[src/design/fcba_pkg.sv]
`default_nettype none

package fcba_pkg;

    // field widths
    localparam int CMD_W = 3;
    localparam int BLK_W = 12;
    localparam int VAL_W = 16;
    localparam int ST_W  = 2;
    localparam int CNT_W = 12;

    // command codes
    localparam logic [CMD_W-1:0] CMD_ALLOC = 3'd0;
    localparam logic [CMD_W-1:0] CMD_FREE  = 3'd1;
    localparam logic [CMD_W-1:0] CMD_READ  = 3'd2;
    localparam logic [CMD_W-1:0] CMD_COUNT = 3'd3;
    localparam logic [CMD_W-1:0] CMD_CLEAR = 3'd4;

    // status codes
    localparam logic [ST_W-1:0] ST_OK   = 2'd0;
    localparam logic [ST_W-1:0] ST_FULL = 2'd1;
    localparam logic [ST_W-1:0] ST_BAD  = 2'd2;

    // table entry codes
    localparam logic [VAL_W-1:0] ENTRY_FREE = 16'h0000;
    localparam logic [VAL_W-1:0] ENTRY_END  = 16'hFFFF;

    // where the result value comes from
    typedef enum logic [1:0] {
        SRC_ZERO  = 2'd0,
        SRC_PTR   = 2'd1,
        SRC_CNT   = 2'd2,
        SRC_RDATA = 2'd3
    } res_src_t;

    // controller to datapath
    typedef struct packed {
        logic            take_item;
        logic            clr_start;
        logic            clr_step;
        logic            scan_start;
        logic            scan_run;
        logic            scan_count;
        logic            take_hit;
        logic            wr_end;
        logic            wr_link;
        logic            free_start;
        logic            free_read;
        logic            free_write;
        logic            read_issue;
        logic            load_out;
        res_src_t        res_src;
        logic [ST_W-1:0] res_status;
    } ctl_t;

    // datapath to controller
    typedef struct packed {
        logic [CMD_W-1:0] cmd;
        logic             blk_zero;
        logic             blk_over;
        logic             lim_zero;
        logic             clr_last;
        logic             scan_hit;
        logic             scan_done;
        logic             walk_end;
        logic             walk_bad;
        logic             out_free;
    } sts_t;

endpackage

`default_nettype wire

[src/design/fcba_ctrl.sv]
`default_nettype none

module fcba_ctrl (
    input  wire logic           aclk,
    input  wire logic           aresetn,
    input  wire logic           in_valid,
    output logic                in_ready,
    input  wire fcba_pkg::sts_t sts,
    output fcba_pkg::ctl_t      ctl
);
    import fcba_pkg::*;

    typedef enum logic [11:0] {
        S_INIT       = 12'b0000_0000_0001,
        S_IDLE       = 12'b0000_0000_0010,
        S_DECODE     = 12'b0000_0000_0100,
        S_SCAN_ALLOC = 12'b0000_0000_1000,
        S_SCAN_COUNT = 12'b0000_0001_0000,
        S_ALLOC_END  = 12'b0000_0010_0000,
        S_ALLOC_LINK = 12'b0000_0100_0000,
        S_FREE_RD    = 12'b0000_1000_0000,
        S_FREE_WR    = 12'b0001_0000_0000,
        S_READ_WAIT  = 12'b0010_0000_0000,
        S_CLEAR      = 12'b0100_0000_0000,
        S_DONE       = 12'b1000_0000_0000
    } state_t;

    state_t          state_reg, state_next;
    res_src_t        src_reg, src_next;
    logic [ST_W-1:0] status_reg, status_next;

    // state and pending result code
    always_ff @(posedge aclk) begin
        if (!aresetn) begin
            state_reg  <= S_INIT;
            src_reg    <= SRC_ZERO;
            status_reg <= ST_OK;
        end else begin
            state_reg  <= state_next;
            src_reg    <= src_next;
            status_reg <= status_next;
        end
    end

    assign in_ready = (state_reg == S_IDLE);

    // next state and commands
    always_comb begin
        state_next     = state_reg;
        src_next       = src_reg;
        status_next    = status_reg;
        ctl            = '0;
        ctl.res_src    = src_reg;
        ctl.res_status = status_reg;

        unique case (state_reg)
            S_INIT: begin
                ctl.clr_step = 1'b1;
                if (sts.clr_last) begin
                    state_next = S_IDLE;
                end
            end
            S_IDLE: begin
                if (in_valid) begin
                    ctl.take_item = 1'b1;
                    state_next    = S_DECODE;
                end
            end
            S_DECODE: begin
                src_next    = SRC_ZERO;
                status_next = ST_OK;
                state_next  = S_DONE;
                unique case (sts.cmd)
                    CMD_ALLOC: begin
                        if (!sts.blk_zero && sts.blk_over) begin
                            status_next = ST_BAD;
                        end else if (sts.lim_zero) begin
                            status_next = ST_FULL;
                        end else begin
                            ctl.scan_start = 1'b1;
                            state_next     = S_SCAN_ALLOC;
                        end
                    end
                    CMD_FREE: begin
                        if (sts.blk_zero) begin
                            status_next = ST_OK;
                        end else if (sts.blk_over) begin
                            status_next = ST_BAD;
                        end else begin
                            ctl.free_start = 1'b1;
                            state_next     = S_FREE_RD;
                        end
                    end
                    CMD_READ: begin
                        if (sts.blk_zero || sts.blk_over) begin
                            status_next = ST_BAD;
                        end else begin
                            ctl.read_issue = 1'b1;
                            state_next     = S_READ_WAIT;
                        end
                    end
                    CMD_COUNT: begin
                        ctl.scan_start = 1'b1;
                        state_next     = S_SCAN_COUNT;
                    end
                    CMD_CLEAR: begin
                        ctl.clr_start = 1'b1;
                        state_next    = S_CLEAR;
                    end
                    default: begin
                        status_next = ST_BAD;
                    end
                endcase
            end
            S_SCAN_ALLOC: begin
                ctl.scan_run = 1'b1;
                if (sts.scan_hit) begin
                    ctl.take_hit = 1'b1;
                    state_next   = S_ALLOC_END;
                end else if (sts.scan_done) begin
                    src_next    = SRC_ZERO;
                    status_next = ST_FULL;
                    state_next  = S_DONE;
                end
            end
            S_SCAN_COUNT: begin
                ctl.scan_run   = 1'b1;
                ctl.scan_count = 1'b1;
                if (sts.scan_done) begin
                    src_next    = SRC_CNT;
                    status_next = ST_OK;
                    state_next  = S_DONE;
                end
            end
            S_ALLOC_END: begin
                ctl.wr_end  = 1'b1;
                src_next    = SRC_PTR;
                status_next = ST_OK;
                state_next  = sts.blk_zero ? S_DONE : S_ALLOC_LINK;
            end
            S_ALLOC_LINK: begin
                ctl.wr_link = 1'b1;
                state_next  = S_DONE;
            end
            S_FREE_RD: begin
                if (sts.walk_end) begin
                    src_next    = SRC_CNT;
                    status_next = ST_OK;
                    state_next  = S_DONE;
                end else if (sts.walk_bad) begin
                    src_next    = SRC_CNT;
                    status_next = ST_BAD;
                    state_next  = S_DONE;
                end else begin
                    ctl.free_read = 1'b1;
                    state_next    = S_FREE_WR;
                end
            end
            S_FREE_WR: begin
                ctl.free_write = 1'b1;
                state_next     = S_FREE_RD;
            end
            S_READ_WAIT: begin
                src_next    = SRC_RDATA;
                status_next = ST_OK;
                state_next  = S_DONE;
            end
            S_CLEAR: begin
                ctl.clr_step = 1'b1;
                if (sts.clr_last) begin
                    src_next    = SRC_ZERO;
                    status_next = ST_OK;
                    state_next  = S_DONE;
                end
            end
            S_DONE: begin
                if (sts.out_free) begin
                    ctl.load_out = 1'b1;
                    state_next   = S_IDLE;
                end
            end
            default: begin
                state_next = S_IDLE;
            end
        endcase
    end

endmodule

`default_nettype wire

[config.mk]
export PLATFORM = sky130hd
export DESIGN_NAME = fcba_ctrl
export DESIGN_NICKNAME = d
export VERILOG_FILES = /design/src/design/fcba_pkg.sv /design/src/design/fcba_ctrl.sv
export SDC_FILE = /design/constraint.sdc
export NUM_CORES = 1
export LEC_CHECK = 0
export BUFFER_PORTS_ARGS = -buffer_cell sky130_fd_sc_hd__buf_2
export CAP_MARGIN = 40
export CORE_ASPECT_RATIO = 0.8
export CORE_MARGIN = 1.5
export CORE_UTILIZATION = 30
export CTS_CLUSTER_SIZE = 12
export DETAILED_ROUTE_END_ITERATION = 10
export HOLD_SLACK_MARGIN = 0.02
export PLACE_DENSITY = 0.61
export SLEW_MARGIN = 20
export SYNTH_ARGS = -nofsm -noshare
export SYNTH_HDL_FRONTEND = slang
export SYNTH_SLANG_ARGS = --single-unit
[constraint.sdc]
create_clock -name aclk -period 4.96 [get_ports aclk]
set_input_delay 0 -clock aclk [delete_from_list [all_inputs] [get_ports aclk]]
set_output_delay 0 -clock aclk [all_outputs]
set_load 0.03 [all_outputs]
==> metrics, run 1 <==
Rel. slew slack 56.3%; DRT iter0 DRCs 89; DR vias/cell 5.46; Ys Warns 0; Largest register FFs 12; core area 0.00426 mm2; WP data required 4.96 ns; ys flop type dfxtp_1; total of max-cap violations 0; final setup margin 2.47 ns; CTS Buffer Depth 2; Total GRT Usage 16.0%; I/O Pins 34; via count 1387; VDD IR max 0.000131 V; sequential fraction of the synthesis area 23.7%; worst clock skew 0.00321 ns; Top delay family on crit path simple AND/OR/NAND/NOR gates; clk sinks 16; layout cells sized above 1 26.4%; number of synthesized flops with an enable pin 0; Die X 78.1 um; post-synthesis cell type count 52; Reg clk slew, reported paths 0.07 ns; Post-synth top cells nand2_1 (18), dfxtp_1 (16), nor3_1 (15); grt ovf 0; Finish-stage setup viols 0; critical path peak fanout 11; Avg WL per Cell 15.0 um; CP Capture Type output pin; Synth async-reset ratio 0%; crit path kind reg -> out; IO Port Bufs 33; Crit-path slowest cell nor4_4; CP cell instances nor4_4 > nand4_2 > or4_4 > nand2b_1 > buf_2; post-synth top area share 23.7%; HPWL Detailed 2.86 mm; Final Slew Violations 0; most frequent cell after synthesis nand2_1; DP Worst Slack 2.79 ns; pwr dens 201 mW/mm2; Critical Path Max Stage Delay 0.57 ns; die area 0.00492 mm2; antenna fix cells 0; NumNets Final 213; Util after Layout 36.9%; post-CTS setup buffers 0; Inserted Clock Buffers 3; Post-Syn Instances 172; CTS tree built; Final Hold Slack 0.0707 ns; status finished, final reports clean; Seq cells post-synth 16; # H-tree levels 1; post-cts sizing count 0; Critical Path Start Type flip-flop; area leader, netlist dfxtp_1; largest net degree at the start of global routing 22; Post-Syn Area 0.00135 mm2; vias in the first global route 1268; post-layout min period 2.49 ns; Met2 Routed Length 1.54 mm; Tcrit/Tclk final 50.2%; site row count 21; RSZ-0062 raised after global routing false; Layout area overhead 16.0%; setup TNS 0 ns; placed insts 248; WP buf/inv 1; DRT Wirelength 3.81 mm; DRT met1 WL 1.95 mm; Initial Utilization 31.8%; Clk Latency, worst-skew pair 0.26 ns; fmax 0.401 GHz; routability cong. 0.847; Final Non-Filler Cells 254; residual DRC count 0; root buffer cell clkbuf_8; initial antenna violation count 0; top cells by area, synth dfxtp_1 (24%), nor3_1 (5.6%), nand2_1 (5.0%); leakage 0.000697 uW; Top Layer Used met4; Least-Margin Pin Slew 0.650 ns; syn avg cell area 7.86 um2; TritonRoute pass-1 iters 4; post-route ant nets 0; worst min path class in -> reg; Detail Route met3 WL 277 um; global-route wire length before repair 6.30 mm; Die Ht 63.1 um; CP Data Arrival Time 2.49 ns; Synthesized Nets 187; Hold Vio Cnt, Final 0
## cell families (layout without fill, tap and decap cells)
group / Yosys count / after routing / synth area share, %
DFF: 16 / 16 / 23.7
buffers and inverters: 18 / 43 / 8.42
AOI/OAI and AO/OA: 31 / 31 / 17.3
muxes: 3 / 3 / 2.22
and+or+nand+nor: 98 / 98 / 44.5
xor gates and xnor gates: 6 / 6 / 3.89
## cell usage in the layout (no fill, tap or decap), types with 3 or more instances in the layout
cell type / instances
nand2_1: 18
dfxtp_1: 16
nor4_1: 4
buf_2: 33
o21a_1: 3
nand3_1: 5
a21oi_1: 3
o21ai_0: 5
xor2_1: 5
and3_1: 3
a211oi_1: 3
nor3_1: 15
nor4b_1: 6
and3b_1: 3
clkbuf_8: 4
nor2_1: 13
and3_2: 4
and2_1: 6
mux2i_1: 3
## final timing paths
path / cells after the start / from / endpoint / slack [ns]
worst max-delay path: 5 / state_reg[10] / ctl[14] / 2.47
worst min-delay path: 3 / sts[6] / state_reg[3] / 0.07
worst max register to register: 4 / state_reg[10] / state_reg[3] / 2.82
worst min register to register: 2 / src_reg[0] / src_reg[0] / 0.45
## cell type report
type	instances	area, um2
Clock buffer	4	55.1
Fill cell	487	2690
Inverter	3	11.3
Multi-Input combinational cell	138	918
Sequential cell	16	320
Tap cell	57	71.3
Timing Repair Buffer	36	193
## layer usage
metal  up-vias  global-route usage [%]
met5         -                       0
met4         0                    3.35
met3         4                    4.64
met2        53                    22.2
met1       634                    24.2
li1        696                       -
## report_power, final
group	internal, uW	switching (uW)	leakage, uW
clock network	70.6	51.0	0.0000288
logic	22.6	35.5	0.000539
registers	131	5.21	0.000130
## what timing repair did
action	in CTS	in global routing
endpoints found under the setup margin	0	0
hold buffers	1	1
hold endpoints to repair	1	1
## worst reg2reg max path, cell delays in order, from the launching register on
cell	delay (ns)
dfxtp_1	0.44
nor4_4	0.58
nand4_2	0.37
or4_4	0.57
a21boi_2	0.12
## metrics by stage
step | power [uW] | instance area, um2
floorplan | 179 | 1350
global placement | 196 | 1490
detailed placement | 195 | 1490
CTS | 317 | 1560
global route | 331 | 1570
finish | 316 | 1570
Note: power is estimated with default switching activity, not from simulation.
==> run 2, diff against run 1 <==
Clock period 4.96 ns to 2.5 ns, I/O delays scaled along.
==> metrics, run 2 (same netlist as run 1, synthesis figures left out) <==
Worst R2R End state_reg[11]; Reg clk slew, reported paths 0.06 ns; most common cell after layout, fill and taps aside buf_2; Top delay family on crit path simple AND/OR/NAND/NOR gates; WP data required 2.50 ns; post-CTS setup buffers 0; Hold Vio Cnt, Final 0; NetSw 171 uW; leakage 0.000715 uW; Avg WL per Cell 14.7 um; Worst Hold Depth 3; antenna fix cells 0; CTS tree built; critical path peak fanout 11; site row count 21; Die Ht 63.1 um; CP Data Arrival Time 2.29 ns; met1 Use GR 22.8%; CP cell instances nor4_4 > nand4_2 > or4_4 > nand2b_1 > buf_2; crit path kind reg -> out; via count 1395; residual DRC count 0; die area 0.00492 mm2; pwr dens 385 mW/mm2; R2R setup slack 0.50 ns; NumNets Final 217; status finished, final reports clean; Layout area overhead 18.2%; worst hold path startpoint sts[6]; IO Port Bufs 33; TritonRoute pass-1 iters 4; setup TNS 0 ns; reg2reg start state_reg[10]; grt ovf 0; RSZ-0062 raised after global routing false; worst clock skew 0.00544 ns; VDD IR max 0.000142 V; DRT iter0 DRCs 137; fmax 0.437 GHz; M2 GR Usage 24.3%; CP Capture Type output pin; commonest non-fill, non-tap cells in the layout buf_2 (33), nand2_1 (18), dfxtp_1 (16); Total GRT Usage 15.9%; R2R cell count 5; DR vias/cell 5.41; worst min path class in -> reg; root buffer cell clkbuf_8; Worst Hold Path EP state_reg[3]; global-route wire length before repair 6.29 mm; HPWL Detailed 2.95 mm; Critical Path Max Stage Delay 0.57 ns; post-route ant nets 0; Die X 78.1 um; initial antenna violation count 0; combinational power share 19.0%; clk sinks 16; total of max-cap violations 0; core area 0.00426 mm2; routability cong. 0.915; sequential share of power 43.7%; Rel. slew slack 62.7%; Sw Ratio 27.7%; Power Total 616 uW; Tcrit/Tclk final 91.5%; clock power share 37.3%; Inserted Clock Buffers 3; Least-Margin Pin Slew 0.552 ns; DRT Wirelength 3.78 mm; Initial Utilization 31.8%; GRT Max-Usage Layer met2; Crit-path slowest cell or4_4; Final Slew Violations 0; # H-tree levels 1; Largest register FFs 12; Clk Latency, worst-skew pair 0.25 ns; post-layout min period 2.29 ns; layout cells sized above 1 27.9%; post-cts sizing count 0; internal power 445 uW; vias in the first global route 1312; WP buf/inv 1; CTS Buffer Depth 2; largest net degree at the start of global routing 22; Critical Path Start Type flip-flop; met3 GRT Util 3.77%; Finish-stage setup viols 0; I/O Pins 34
run 2: how the worst max path moves through the flow:
stage               endpoint  cells past startpoint     startpoint  slack, ns
floorplan            ctl[17]                      4   state_reg[4]       0.03
global placement     ctl[14]                      5   state_reg[4]       0.54
detailed placement   ctl[14]                      5   state_reg[9]       0.53
CTS                  ctl[14]                      5  state_reg[10]       0.25
global route         ctl[14]                      5  state_reg[10]       0.09
finish               ctl[14]                      5  state_reg[10]       0.21
run 2: final cells by class:
cell class / instances / area (um2)
sequential: 16 / 320
inverter: 3 / 11.3
clock buffer: 4 / 55.1
multi-input combinational: 138 / 918
tap: 57 / 71.3
fill: 480 / 2660
timing repair buffer: 40 / 223
run 2: what timing repair did:
item                                   in CTS  in global routing
hold buffers                                2                  0
endpoints found under the hold margin       2                  0
setup endpoints to repair                   0                  0
run 2: tightest hold or removal path, stage by stage:
cell and delay (ns):
buf_2 0.11, or4_4 0.13, a21boi_2 0.04
run 2: power groups by stage:
stage	registers, uW	clock network (uW)	logic, uW
finish	269	230	117
global placement	274	0	115
global route	270	247	129
detailed placement	274	0	114
CTS	269	236	116
floorplan	267	0	88.3
run 2: metrics by stage:
| stage | cells | util (%) | worst slack, ns | cell area [um2] | hold WS [ns] |
|---|---|---|---|---|---|
| after floorplan | 172 | - | 0.0304 | 1350 | 0.136 |
| after global placement | 252 | 35.8 | 0.538 | 1520 | 0.271 |
| after detailed placement | 252 | 35.8 | 0.527 | 1520 | 0.273 |
| after CTS | 258 | 37.6 | 0.249 | 1600 | 0.0769 |
| after global routing | 258 | 37.6 | 0.0873 | 1600 | 0.0896 |
| final | 258 | 37.6 | 0.212 | 1600 | 0.0824 |
run 2: per-layer routing:
metal | share of wire (%) | vias up
met5 | 0 | -
met4 | 0.85 | 0
met3 | 6.1 | 4
met2 | 43 | 45
met1 | 50 | 642
li1 | - | 704
